### src/rtl/ppi3_pkg.sv
// Shared types, constants and the Q15 coefficient tables of the x3 polyphase interpolator.
// Used by every module in this folder; depends on nothing.
package ppi3_pkg;

  localparam int TAPS    = 32;
  localparam int PHASES  = 3;
  localparam int HIST    = TAPS - 1;
  localparam int SMP_W   = 16;
  localparam int ACC_W   = 34;

  typedef logic signed [SMP_W-1:0] sample_t;
  typedef logic signed [ACC_W-1:0] acc_t;

  // Polyphase branch codes
  localparam logic [1:0] PH_A = 2'd0;
  localparam logic [1:0] PH_B = 2'd1;
  localparam logic [1:0] PH_C = 2'd2;

  // Configuration register indexes
  localparam logic CFG_SATURATE = 1'b0;
  localparam logic CFG_STEREO   = 1'b1;

  // Control that travels with one accumulated sum into the output stage
  typedef struct packed {
    logic       vld;
    logic       last;
    logic [1:0] ph;
  } res_ctl_t;

  // Coefficients, oldest tap first, one row per branch
  localparam sample_t COEF [PHASES][TAPS] = '{
    '{ 16'sd53, -16'sd29, 16'sd51, -16'sd81, 16'sd122, -16'sd172, 16'sd229, -16'sd288,
       16'sd340, -16'sd367, 16'sd343, -16'sd224, -16'sd64, 16'sd651, -16'sd1768, 16'sd1042,
       -16'sd1770, 16'sd2040, -16'sd2144, 16'sd2003, -16'sd1533, 16'sd663, 16'sd660,
       -16'sd2424, 16'sd4494, -16'sd6472, 16'sd7424, -16'sd5316, -16'sd3829, 16'sd23775,
       16'sd12709, 16'sd659 },
    '{ 16'sd19, -16'sd34, 16'sd53, -16'sd70, 16'sd86, -16'sd96, 16'sd94, -16'sd70,
       16'sd12, 16'sd94, -16'sd268, 16'sd531, -16'sd905, 16'sd1393, -16'sd1875, 16'sd741,
       -16'sd1279, 16'sd956, -16'sd467, -16'sd243, 16'sd1165, -16'sd2249, 16'sd3391,
       -16'sd4394, 16'sd4936, -16'sd4502, 16'sd2317, 16'sd2632, -16'sd10896, 16'sd17759,
       16'sd19294, 16'sd2649 },
    '{ 16'sd2, -16'sd35, 16'sd13, -16'sd5, -16'sd12, 16'sd43, -16'sd94, 16'sd168,
       -16'sd271, 16'sd405, -16'sd568, 16'sd749, -16'sd919, 16'sd1003, -16'sd789, -16'sd563,
       16'sd85, -16'sd799, 16'sd1443, -16'sd2110, 16'sd2722, -16'sd3166, 16'sd3287,
       -16'sd2890, 16'sd1741, 16'sd397, -16'sd3674, 16'sd7822, -16'sd11148, 16'sd7258,
       16'sd23879, 16'sd6696 }
  };

  // Coefficient of one tap for the branch now being worked on
  function automatic sample_t coef_sel(logic [1:0] ph, int tap);
    sample_t c;
    case (ph)
      PH_A:    c = COEF[0][tap];
      PH_B:    c = COEF[1][tap];
      PH_C:    c = COEF[2][tap];
      default: c = '0;
    endcase
    return c;
  endfunction

endpackage

### src/rtl/ppi3_out.sv
// Output stage: rounds and clips or wraps each sum, repeats it as a right copy in stereo mode.
// Depends on ppi3_pkg.
module ppi3_out import ppi3_pkg::*; (
  input  logic       clk,
  input  logic       rst_n,
  input  acc_t       acc,
  input  res_ctl_t   ctl,
  input  logic       sat_en,
  input  logic       stereo,
  output logic       take,
  output logic       out_valid,
  input  logic       out_stall,
  output sample_t    out_sample_out,
  output logic [1:0] out_phase,
  output logic       out_channel,
  output logic       out_last
);

  logic                  vld_r;
  sample_t               smp_r;
  logic [1:0]            ph_r;
  logic                  ch_r;
  logic                  last_r;
  logic                  plast_r;
  logic                  xfer;
  logic                  dup;
  logic signed [ACC_W:0] rnd;
  logic signed [ACC_W-15:0] rs;
  sample_t               fin;

  // Round half up, floor shift by 15, then clip or wrap
  assign rnd = (ACC_W+1)'(acc) + (ACC_W+1)'(16384);
  assign rs  = rnd[ACC_W:15];
  always_comb begin
    if (sat_en && (rs > (ACC_W-14)'(32767)))
      fin = 16'sh7fff;
    else if (sat_en && (rs < -(ACC_W-14)'(32768)))
      fin = 16'sh8000;
    else
      fin = rs[SMP_W-1:0];
  end

  // Left copy held in stereo mode turns into the right copy after its transfer
  assign xfer = vld_r && !out_stall;
  assign dup  = stereo && !ch_r;
  assign take = ctl.vld && (!vld_r || (xfer && !dup));

  always_ff @(posedge clk) begin
    if (!rst_n) begin
      vld_r <= 1'b0;
    end else if (take) begin
      vld_r   <= 1'b1;
      smp_r   <= fin;
      ph_r    <= ctl.ph;
      ch_r    <= 1'b0;
      last_r  <= ctl.last && !stereo;
      plast_r <= ctl.last;
    end else if (xfer && dup) begin
      ch_r   <= 1'b1;
      last_r <= plast_r;
    end else if (xfer) begin
      vld_r <= 1'b0;
    end
  end

  assign out_valid      = vld_r;
  assign out_sample_out = smp_r;
  assign out_phase      = ph_r;
  assign out_channel    = ch_r;
  assign out_last       = last_r;

endmodule

### config.mk
export PLATFORM = sky130hd
export DESIGN_NAME = ppi3_out
export DESIGN_NICKNAME = d
export VERILOG_FILES = /design/src/rtl/ppi3_pkg.sv /design/src/rtl/ppi3_out.sv
export SDC_FILE = /design/constraint.sdc
export NUM_CORES = 1
export LEC_CHECK = 0
export ABC_AREA = 0
export BUFFER_PORTS_ARGS = -buffer_cell sky130_fd_sc_hd__buf_2
export CAP_MARGIN = 40
export CORE_MARGIN = 8
export CORE_UTILIZATION = 49
export DETAILED_ROUTE_END_ITERATION = 6
export HOLD_SLACK_MARGIN = 0.1
export PLACE_DENSITY = 0.85
export SYNTH_ARGS = -nofsm -noshare
export SYNTH_HDL_FRONTEND = slang
export SYNTH_SLANG_ARGS = --single-unit
### constraint.sdc
create_clock -name clk -period 4.15 [get_ports clk]
set_input_delay 0.83 -clock clk [delete_from_list [all_inputs] [get_ports clk]]
set_output_delay 0.83 -clock clk [all_outputs]
set_load 0.01 [all_outputs]
==> PnR_summary.wiki <==
{| class="wikitable"
! Metric !! Value
|-
| Status || completed
|-
| Maximum count of clock buffers along a single path || 2
|-
| Area share of xor/xnor cells in the synthesized design || 8.70%
|-
| Initial drt markers || 28
|-
| Critical Path Start Type || primary input
|-
| Largest cells by area after synthesis || edfxtp_1, xnor2_1, o21ai_2, nand3_1, xor2_1
|-
| Total design power || 0.000443 W
|-
| Area growth from synthesis to layout || 21.5%
|-
| Routability congestion estimate || 0.836
|-
| Min Tclk post-route || 2.59 ns
|-
| Global-route total usage across every layer || 13.5%
|-
| Non-filler instance count after layout || 200
|-
| Count of state elements after synthesis || 22
|-
| Worst skew pair latency || 0.30 ns
|-
| Count of buffers inserted at the top-level ports || 50
|-
| Hold WC Path Type || flip-flop to flip-flop
|-
| Maximum fanout along the worst path || 15
|-
| Slew at the pin with the worst max-slew slack || 0.832 ns
|-
| Peak ir drop on the vdd network || 0.165 mV
|-
| Pre-Repair DR Iteration Count || 4
|-
| CTS H-tree depth || 1
|-
| DRC violation count after routing || 0
|-
| Syn Inst Count || 120
|-
| Final total negative setup slack || 0 ns
|-
| Maximum number of pins on one net before global-route repair || 20
|-
| Post-synthesis simple-gate area fraction || 23.6%
|-
| Highest achievable clock rate || 386 MHz
|-
| Final Net Count || 215
|-
| Path type of the worst setup path || primary input to flip-flop
|-
| Area of placed instances || 0.00156 mm²
|-
| Number of clock buffers inserted by TritonCTS || 3
|-
| Clk sinks || 22
|-
| Initial antenna violation count || 0
|-
| Number of rows created at floorplan || 18
|-
| Synthesized-area fraction occupied by adder cells || 0.956%
|-
| Placed Instances || 196
|-
| Total via count after detailed routing || 1102
|-
| Netlist area before placement || 0.00131 mm²
|-
| Diode insertion count for antenna repair || 0
|-
| Post-DP HPWL || 2420 µm
|-
| Cell at the root of the clock tree || clkbuf_4
|-
| Number of setup buffers added after CTS || 0
|-
| Max Transition Viols Final || 0
|-
| Post-detailed-route via-to-cell ratio || 5.51
|-
| Combinational family with the most area after synthesis || simple AND/OR/NAND/NOR gates
|-
| Die Wd || 67.7 µm
|-
| Number of nets with antenna violations after detailed routing || 0
|-
| Area of the die || 0.00458 mm²
|-
| Synth Warn # || 0
|-
| Number of nets produced by synthesis || 164
|-
| Post-route cell area || 0.00159 mm²
|-
| Routed wire length || 3020 µm
|-
| Data arrival at the endpoint of the critical path || 2.62 ns
|-
| Area of the placeable core || 0.00250 mm²
|-
| Post-CTS Hold Fix Bufs || 0
|-
| TritonCTS clock tree || yes
|-
| Post-synthesis mux area share || 0.765%
|-
| Sum of overflow across all layers after global routing || 0
|-
| Synthesized-area fraction occupied by ao, oa, aoi and oai cells || 12.6%
|-
| Clock Pin Slew Worst Setup and Hold Paths || 0.11 ns
|-
| Worst-case clock skew || 0.00510 ns
|-
| Endpoint type of the worst setup path || flip-flop
|-
| Max_cap viols || 0
|-
| Vias in the first global route || 1079
|-
| P per Cell Area || 279 mW/mm²
|-
| Average wire length per cell after detail routing || 15.1 µm
|-
| Ratio of cells with drive above 1 in the final layout || 38.8%
|-
| Worst endpoint required time || 4.18 ns
|-
| Distinct cell type count of the synthesized netlist || 35
|-
| Final worst path period share || 62.4%
|-
| Share of Yosys cell area claimed by the top area cell type || 48.2%
|-
| Library cell with the largest summed area after synthesis || edfxtp_1
|-
| Count of final setup violators || 0
|-
| LEAKAGE || 0.636 nW
|-
| Count of endpoints failing hold in the final timing report || 0
|-
| Sequential-to-total area share from yosys stat || 49.7%
|-
| Top-Level Pins || 65
|-
| Global-route wire length before repair || 4820 µm
|-
| RSZ-0062 raised after global routing || no
|-
| Die height || 67.7 µm
|-
| Remaining max-slew budget at the tightest pin || 44.5%
|-
| Starting density of the core || 52.4%
|-
| Mean instance size in the synthesized netlist || 10.9 µm²
|-
| Post-cts resize count || 0
|}
==> metal layers <==
| metal | GRT usage, % | routed length, µm | part of all wire [%] | up-vias |
|---|---|---|---|---|
| met3 | 2.15 | 265 | 8.8 | 10 |
| met1 | 16.5 | 1280 | 42 | 492 |
| met5 | 0 | 0 | 0 | - |
| met2 | 22.1 | 1400 | 46 | 56 |
| li1 | - | - | - | 544 |
| met4 | 7.31 | 76 | 2.5 | 0 |
==> flip-flops by register name (all words and copies together) (netlist names) <==
register        cells
plast_r             1
out_valid           1
out_channel         1
out_last            1
out_sample_out     16
out_phase           2
==> placed cells by master (no fill, tap or decap), drive strengths merged <==
cell / n
a211oi: 1
a21boi: 1
a21o: 1
a21oi: 7
a31oi: 1
and2: 1
and3: 1
and4: 1
and4b: 1
buf: 50
clkbuf: 4
dfxtp: 1
edfxtp: 21
ha: 1
inv: 4
mux2i: 1
nand2: 10
nand2b: 2
nand3: 10
nand4: 5
nor2: 7
nor2b: 2
nor3: 6
nor4: 1
nor4b: 1
o21a: 1
o21ai: 14
or3: 1
xnor2: 8
xor2: 5
==> worst paths after layout <==
path                                   from                          endpoint  slack, ns  cells after the start
setup / recovery                    acc[15]  out_sample_out[13]$_SDFFCE_PP1P_       1.56                      7
hold reg to reg           plast_r$_DFFE_PP_                out_last$_DFFE_PP_       0.58                      2
hold / removal            plast_r$_DFFE_PP_                out_last$_DFFE_PP_       0.58                      2
setup reg to reg  out_channel$_SDFFCE_PP0P_   out_sample_out[4]$_SDFFCE_PP1P_       2.35                      3
==> kinds of logic after synthesis <==
group / after synthesis
AND/OR/NAND/NOR: 49
AO/OA/AOI/OAI: 26
flip-flops: 22
XOR/XNOR: 13
buffers and inverters: 8
multiplexers: 1
adder cells (fa/ha/maj): 1
==> through the flow <==
step | util [%] | hold slack, ns | worst slack [ns]
detailed placement | 62.6 | 0.558 | 1.26
floorplan | - | 0.496 | 1.69
global route | 63.6 | 0.658 | 1.47
finish | 63.6 | 0.585 | 1.56
CTS | 63.6 | 0.587 | 1.59
global placement | 62.6 | 0.517 | 1.34
==> area by class of cell <==
cell class,count,area [µm²]
fillers,207,910
repair buffers,50,250
clock buffers,4,26.3
flip-flops and latches,22,651
well taps,30,37.5
multi-input cells,90,611
inverters,4,15.0
==> power by group <==
group / internal, W / switching [W] / leakage, nW
Clock: 0.0000374 / 0.0000588 / 0.0150
Combinational: 0.0000348 / 0.0000511 / 0.418
Sequential: 0.000258 / 0.00000282 / 0.204
==> cells in the mapped netlist (all sizes together) <==
master  number
nor4         1
a21boi       1
xor2         5
and3         1
nor2b        2
edfxtp      21
a21o         1
and2         1
nand2       10
a211oi       1
o21a         1
nand2b       2
and4         1
nor2         7
xnor2        8
ha           1
buf          4
nand3       10
nor4b        1
nor3         6
a31oi        1
nand4        5
or3          1
a21oi        7
o21ai       14
and4b        1
mux2i        1
inv          4
dfxtp        1
==> worst max-delay path, cell delays in order <==
cell     delay (ns)
buf_2          0.10
ha_1           0.19
and4_1         0.37
nor4b_4        0.31
mux2i_1        0.27
o21a_2         0.37
o21ai_0        0.17
(Power assumes the default switching activity.)
