==> src/rtl/ppi3_pkg.sv <==
// Shared types, constants and the Q15 coefficient tables of the x3 polyphase interpolator.
// Used by every module in this folder; depends on nothing.
package ppi3_pkg;

  localparam int TAPS    = 32;
  localparam int PHASES  = 3;
  localparam int HIST    = TAPS - 1;
  localparam int SMP_W   = 16;
  localparam int ACC_W   = 34;

  typedef logic signed [SMP_W-1:0] sample_t;
  typedef logic signed [ACC_W-1:0] acc_t;

  // Polyphase branch codes
  localparam logic [1:0] PH_A = 2'd0;
  localparam logic [1:0] PH_B = 2'd1;
  localparam logic [1:0] PH_C = 2'd2;

  // Configuration register indexes
  localparam logic CFG_SATURATE = 1'b0;
  localparam logic CFG_STEREO   = 1'b1;

  // Control that travels with one accumulated sum into the output stage
  typedef struct packed {
    logic       vld;
    logic       last;
    logic [1:0] ph;
  } res_ctl_t;

  // Coefficients, oldest tap first, one row per branch
  localparam sample_t COEF [PHASES][TAPS] = '{
    '{ 16'sd53, -16'sd29, 16'sd51, -16'sd81, 16'sd122, -16'sd172, 16'sd229, -16'sd288,
       16'sd340, -16'sd367, 16'sd343, -16'sd224, -16'sd64, 16'sd651, -16'sd1768, 16'sd1042,
       -16'sd1770, 16'sd2040, -16'sd2144, 16'sd2003, -16'sd1533, 16'sd663, 16'sd660,
       -16'sd2424, 16'sd4494, -16'sd6472, 16'sd7424, -16'sd5316, -16'sd3829, 16'sd23775,
       16'sd12709, 16'sd659 },
    '{ 16'sd19, -16'sd34, 16'sd53, -16'sd70, 16'sd86, -16'sd96, 16'sd94, -16'sd70,
       16'sd12, 16'sd94, -16'sd268, 16'sd531, -16'sd905, 16'sd1393, -16'sd1875, 16'sd741,
       -16'sd1279, 16'sd956, -16'sd467, -16'sd243, 16'sd1165, -16'sd2249, 16'sd3391,
       -16'sd4394, 16'sd4936, -16'sd4502, 16'sd2317, 16'sd2632, -16'sd10896, 16'sd17759,
       16'sd19294, 16'sd2649 },
    '{ 16'sd2, -16'sd35, 16'sd13, -16'sd5, -16'sd12, 16'sd43, -16'sd94, 16'sd168,
       -16'sd271, 16'sd405, -16'sd568, 16'sd749, -16'sd919, 16'sd1003, -16'sd789, -16'sd563,
       16'sd85, -16'sd799, 16'sd1443, -16'sd2110, 16'sd2722, -16'sd3166, 16'sd3287,
       -16'sd2890, 16'sd1741, 16'sd397, -16'sd3674, 16'sd7822, -16'sd11148, 16'sd7258,
       16'sd23879, 16'sd6696 }
  };

  // Coefficient of one tap for the branch now being worked on
  function automatic sample_t coef_sel(logic [1:0] ph, int tap);
    sample_t c;
    case (ph)
      PH_A:    c = COEF[0][tap];
      PH_B:    c = COEF[1][tap];
      PH_C:    c = COEF[2][tap];
      default: c = '0;
    endcase
    return c;
  endfunction

endpackage

==> src/rtl/ppi3_cell.sv <==
// One tap cell of the transposed FIR chain: three partial sums, one per branch, one MAC.
// Depends on ppi3_pkg.
module ppi3_cell import ppi3_pkg::*; (
  input  logic       clk,
  input  logic       rst_n,
  input  logic       en,
  input  logic [1:0] ph,
  input  sample_t    x,
  input  sample_t    coef,
  input  acc_t       sum_in,
  output acc_t       sum_out
);

  acc_t                     ps_r [PHASES];
  acc_t                     ps_nxt;
  logic signed [2*SMP_W-1:0] prod;

  // Partial sum of the active branch goes to the next cell
  always_comb begin
    case (ph)
      PH_A:    sum_out = ps_r[0];
      PH_B:    sum_out = ps_r[1];
      default: sum_out = ps_r[2];
    endcase
  end

  // Multiply-accumulate onto the neighbor's old partial sum
  assign prod   = coef * x;
  assign ps_nxt = sum_in + ACC_W'(prod);

  // Zero partial sums match an all-zero history
  always_ff @(posedge clk) begin
    if (!rst_n) begin
      for (int i = 0; i < PHASES; i++) ps_r[i] <= '0;
    end else if (en) begin
      case (ph)
        PH_A:    ps_r[0] <= ps_nxt;
        PH_B:    ps_r[1] <= ps_nxt;
        default: ps_r[2] <= ps_nxt;
      endcase
    end
  end

endmodule

==> config.mk <==
export PLATFORM = sky130hd
export DESIGN_NAME = ppi3_cell
export DESIGN_NICKNAME = d
export VERILOG_FILES = /design/src/rtl/ppi3_pkg.sv /design/src/rtl/ppi3_cell.sv
export SDC_FILE = /design/constraint.sdc
export NUM_CORES = 1
export LEC_CHECK = 0
export ABC_AREA = 1
export BUFFER_PORTS_ARGS = -buffer_cell sky130_fd_sc_hd__buf_2
export CORE_MARGIN = 3
export CORE_UTILIZATION = 50
export DETAILED_ROUTE_END_ITERATION = 6
export GPL_TIMING_DRIVEN = 0
export PLACE_DENSITY = 0.68
export REMOVE_ABC_BUFFERS = 1
export SYNTH_ARGS = -nofsm -noshare
export SYNTH_HDL_FRONTEND = slang
export SYNTH_SLANG_ARGS = --single-unit
==> constraint.sdc <==
create_clock -name clk -period 7.55 [get_ports clk]
set_clock_uncertainty 0.2 [all_clocks]
set_input_delay 0.755 -clock clk [delete_from_list [all_inputs] [get_ports clk]]
set_output_delay 0.755 -clock clk [all_outputs]
set_load 0.02 [all_outputs]
==> results of run 1 <==
==> worst min-delay path by stage <==
stage	depth (start not counted)	slack, ns	from	end
final	4	0.74	sum_in[0]	ps_r[0][34]
after global routing	4	0.81	sum_in[0]	ps_r[0][34]
after CTS	4	0.73	sum_in[0]	ps_r[0][34]
after detailed placement	4	1.09	sum_in[0]	ps_r[0][34]
after global placement	4	1.07	sum_in[0]	ps_r[0][0]
after floorplan	3	0.94	sum_in[0]	ps_r[0][0]
==> critical path: stages <==
cell and delay [ns]:
buf_2 0.34, nand2_1 0.20, inv_1 0.12, fa_1 0.53, fa_1 0.87, inv_1 0.13, fa_1 0.64, inv_1 0.17
fa_1 0.47, fa_1 0.49, inv_1 0.05, fa_1 0.47, inv_1 0.04, ha_1 0.33, nand2_1 0.11, nor2_1 0.17
nand2_1 0.13, nor3_1 0.16, nand2_1 0.14, nand3_1 0.10, nand2_1 0.05, nor2_1 0.27
==> routing by layer <==
layer  wire, um  share of wire  track usage
met5          0              0            0
met4       1020          0.028       0.0678
met3       1570          0.043       0.0250
met2      19000           0.52        0.419
met1      14900           0.41        0.284
==> through the flow <==
| stage | setup slack (ns) | instance area [um^2] | util | std cells |
|---|---|---|---|---|
| after floorplan | 1.49 | 15800 | - | 1826 |
| after global placement | 0.483 | 16800 | 0.532 | 2332 |
| after detailed placement | 0.386 | 16800 | 0.532 | 2332 |
| after CTS | 0.728 | 17100 | 0.541 | 2347 |
| after global routing | 0.384 | 17100 | 0.541 | 2347 |
| final | 0.749 | 17100 | 0.541 | 2347 |
==> cell usage in the layout (no fill, tap or decap), types with 3 or more instances in the layout <==
cell	n
and2_1	4
nand2_2	6
nand4_1	6
clkbuf_16	9
nand3_2	4
a21oi_1	44
o21ai_0	18
nor2_2	3
nand3_1	85
fa_1	305
nor2_4	3
a22oi_1	16
nor2_1	85
nand2_1	478
nor3_1	6
buf_2	104
ha_1	102
inv_1	537
edfxtp_1	102
o21bai_1	7
==> cell type report <==
| class | instances | area (um^2) | share of cell area |
|---|---|---|---|
| Sequential cell | 102 | 3060 | 0.179 |
| Clock buffer | 10 | 229 | 0.0134 |
| Multi-Input combinational cell | 1184 | 10700 | 0.626 |
| Clock inverter | 5 | 60.1 | 0.00351 |
| Inverter | 540 | 2030 | 0.118 |
| Timing Repair Buffer | 104 | 520 | 0.0304 |
| Tap cell | 402 | 503 | 0.0294 |
==> cells by family after synthesis <==
group / share of synthesized area
simple gates: 0.174
buf+inv: 0.145
fa+ha+maj: 0.458
flops: 0.190
compound gates: 0.0313
xor+xnor: 0.00109
==> flow_metrics.tcl, run 1 <==
set metrics [dict create \
    syn-mean-instance-area_um2 8.46 \
    yosysTopAreaCell "fa_1" \
    path_clk_slew_ns 0.07 \
    grt_max_degree 38 \
    syn_to_final_growth_pct 6.33 \
    firstDrtPassIters 6 \
    maxSlewViolCount 0 \
    drtAntennaViolNets 0 \
    synth.distinct_cells 32 \
    cts_resized 0 \
    synth_common_cells "inv_1, nand2_1, fa_1" \
    startpoint "x[1]" \
    period_minus_slack_ns 6.80 \
    fp-row-count 65 \
    post_cts_buffers 0 \
    worst_setup_path_end_kind "flop" \
    routedWlPerCell_um 15.6 \
    port_buffers 104 \
    clock_sinks 102 \
    hold_violations 0 \
    cts_buffers 9 \
    crit_path_start_kind "primary input" \
    slew_headroom 0.217 \
    synth_top_area_frac 0.379 \
    worstSetupPathType "primary input to flop" \
    largest_registers "ps_r x102" \
    period_share 0.901 \
    diodes 0 \
    setup_viol 0 \
    largest_reg_flops 102 \
    dieArea_um2 34400 \
    fp.coreArea_um2 31600 \
    fmaxAchievable_ghz 0.147 \
    synthFlopType "edfxtp_1" \
    grt_pass1_vias 12800 \
    crit_path_max_fanout 16 \
    run_status "finished, final reports clean" \
    initial_core_util 0.509 \
    synth_warnings 0 \
    grt_first_pass_wirelength_um 61900 \
    cts_tree "built" \
    drc 0 \
    htree_num_levels 3 \
    synthArstFlopShare 0 \
    die_y_um 185 \
    critical_path_arrival_ns 6.74 \
    ioPinCount 105 \
    rsz0062_at_grt "no" \
    viasPerCell 5.06 \
    track_usage 0.228 \
    nets 2419 \
    ys_top_cells_by_area "fa_1, edfxtp_1, inv_1" \
    vias 11900 \
    tns_ns 0 \
    gp_congestion 0.884 \
    die_x_um 185 \
    hold_path_class "primary input to flop" \
    clockBufferDepth 2 \
    drv_cap 0 \
    yosysSeqAreaShare 0.190 \
    wirelength_um 36500 \
    drive_gt1_frac 0.0730 \
    dp_hpwl_um 29600 \
    synth_seq_cells 102 \
    synthCells 1904 \
    cts_root_buf "clkbuf_16" \
    yosysMostFrequentCell "inv_1" \
    top_register "ps_r" \
    gr-total-overflow 0 \
    synth_area_um2 16100 \
    fill_cells 2927 \
    drt-initial-drc-count 729 \
    holdWs_ns 0.738 \
    antenna_found_initial 0 \
    required_ns 7.48 \
    cts_hold_buf 0 \
    crit_end "ps_r[0][64]" \
    synth-edff-count 102 \
    tightest_slew_ns 1.17 \
]
Power of run 1 is left out: the tool's default activity adds up to more than one toggle a clock period on the data nets, which glitch-free logic cannot reach.
==> run 2: changes to the inputs <==
==> constraint.sdc (replaced) <==
create_clock -name clk -period 6.4 [get_ports clk]
set_clock_uncertainty 0.2 [all_clocks]
set_input_delay 0.64 -clock clk [delete_from_list [all_inputs] [get_ports clk]]
set_output_delay 0.64 -clock clk [all_outputs]
set_load 0.02 [all_outputs]
==> run 2 against run 1 <==
- non-clock buffer count rose by 7
- die area did not move
- core utilization rose by 0.38 points
- critical path depth fell by 1
- clock-buffer cell count did not move
- worst hold slack got worse by 0.12 ns
- sequential share of layout area fell by 0.12 points
- flip-flop and latch count did not move
- critical endpoint unchanged
- global-route usage barely moved
==> flow_metrics.tcl, run 2 (synthesized netlist as in run 1, its figures left out) <==
set metrics [dict create \
    cp_num_buf_inv 6 \
    slowest_delay_ns 0.68 \
    slowest_stage "fa_2" \
    crit_path_max_fanout 16 \
    hold_violations 0 \
    top_register "ps_r" \
    drc 0 \
    die_y_um 185 \
    multiInputGateArea_um2 10800 \
    hp-start "sum_in[0]" \
    clock_sinks 102 \
    fin_util 0.545 \
    wirelength_um 36700 \
    diodes 0 \
    largest_reg_flops 102 \
    dpl_cell_area_um2 16800 \
    period_minus_slack_ns 6.19 \
    mostFrequentLayoutCell "inv_1" \
    nets 2426 \
    cts_root_buf "clkbuf_16" \
    pre_cts_slack_ns -0.649 \
    initial_core_util 0.509 \
    htree_num_levels 3 \
    path_clk_slew_ns 0.07 \
    cts_tree "built" \
    grt_first_pass_wirelength_um 61900 \
    critical_path_arrival_ns 6.08 \
    worstSetupPathType "primary input to flop" \
    vias 11900 \
    track_usage 0.228 \
    dp_hpwl_um 29600 \
    slew_headroom 0.219 \
    fp.coreArea_um2 31600 \
    crit_path_start_kind "primary input" \
    gr-total-overflow 0 \
    maxSlewViolCount 0 \
    viasPerCell 5.05 \
    crit_end "ps_r[0][64]" \
    fmaxAchievable_ghz 0.162 \
    final_area_um2 17200 \
    startpoint "x[5]" \
    port_buffers 104 \
    seqCellArea_um2 3060 \
    routedWlPerCell_um 15.6 \
    path_cells "clkbuf_4 -> nand2_1 -> fa_1 -> inv_1 -> fa_2 -> inv_1 -> fa_2 -> inv_1 -> fa_1 -> fa_1 -> inv_1 -> fa_1 -> inv_1 -> ha_1 -> nand2_1 -> nor2_1 -> nand2_1 -> nor3_1 -> nand2_1 -> a21oi_2 -> nor2_4" \
    cp_num_cells 21 \
    largest_registers "ps_r x102" \
    grt_max_degree 38 \
    dieArea_um2 34400 \
    cts_buffers 9 \
    gp_congestion 0.884 \
    firstDrtPassIters 5 \
    setup_viol 0 \
    ioPinCount 105 \
    cts_hold_buf 0 \
    grt_pass1_vias 12700 \
    drv_cap 0 \
    fp-row-count 65 \
    worst_setup_path_end_kind "flop" \
    drtAntennaViolNets 0 \
    syn_to_final_growth_pct 7.07 \
    layout_common_cells "inv_1, nand2_1, fa_1" \
    period_share 0.967 \
    antenna_found_initial 0 \
    run_status "finished, final reports clean" \
    required_ns 6.29 \
    drt-initial-drc-count 658 \
    cp_top_family "adder cells" \
    drive_gt1_frac 0.0825 \
    fill_cells 2915 \
    hold_path_class "primary input to flop" \
    clockBufferDepth 2 \
    worst_path_most_repeated_cell "inv_1" \
    die_x_um 185 \
    tightest_slew_ns 1.16 \
    postLayoutSetupSlackWorst_ns 0.212 \
]
run 2: cell types whose count changed in the layout (fill, tap and decap cells not counted), sizes merged:
cell	previous run	this run
buf	104	106
clkbuf	10	15
clkinvlp	1	2
inv	539	538
run 2: worst min path at each step:
stage,to,cells after the start
global placement,ps_r[0][0],4
floorplan,ps_r[0][0],3
finish,ps_r[0][34],4
CTS,ps_r[0][34],4
global route,ps_r[0][34],4
detailed placement,ps_r[0][34],4
run 2: cell type report:
class / count / area share
inverters: 540 / 0.118
well taps: 402 / 0.0292
flip-flops and latches: 102 / 0.178
multi-input cells: 1184 / 0.624
clock buffers: 10 / 0.0133
repair buffers: 111 / 0.0348
clock inverters: 5 / 0.00348
run 2: timing repair:
action | in CTS | in global routing
setup buffers | 0 | 7
pin swaps | 1 | 1
endpoints found under the hold margin | 0 | 0
resized for setup | 5 | 18
endpoints found under the setup margin | 18 | 30
run 2: tightest hold or removal path: cells and delay by family:
kind                       cells  cell delay (ns)
adders and majority gates      1             0.11
buffers and inverters          2             0.11
and+or+nand+nor                1             0.16
run 2: per-layer routing:
layer	global-route usage	share of wire	wire length (um)
met5	0	0	0
met4	0.0678	0.027	997
met3	0.0250	0.041	1520
met2	0.419	0.52	19200
met1	0.284	0.41	15000
run 2: stage by stage:
stage / setup TNS, ns / instances / hold slack (ns)
6_report: 0 / 2354 / 0.619
5_1_grt: -0.267 / 2354 / 0.696
4_1_cts: 0 / 2347 / 0.614
3_5_place_dp: -12.89 / 2332 / 0.972
3_3_place_gp: -12.01 / 2332 / 0.958
2_1_floorplan: 0 / 1826 / 0.829
Power of run 2 is left out for the same reason.
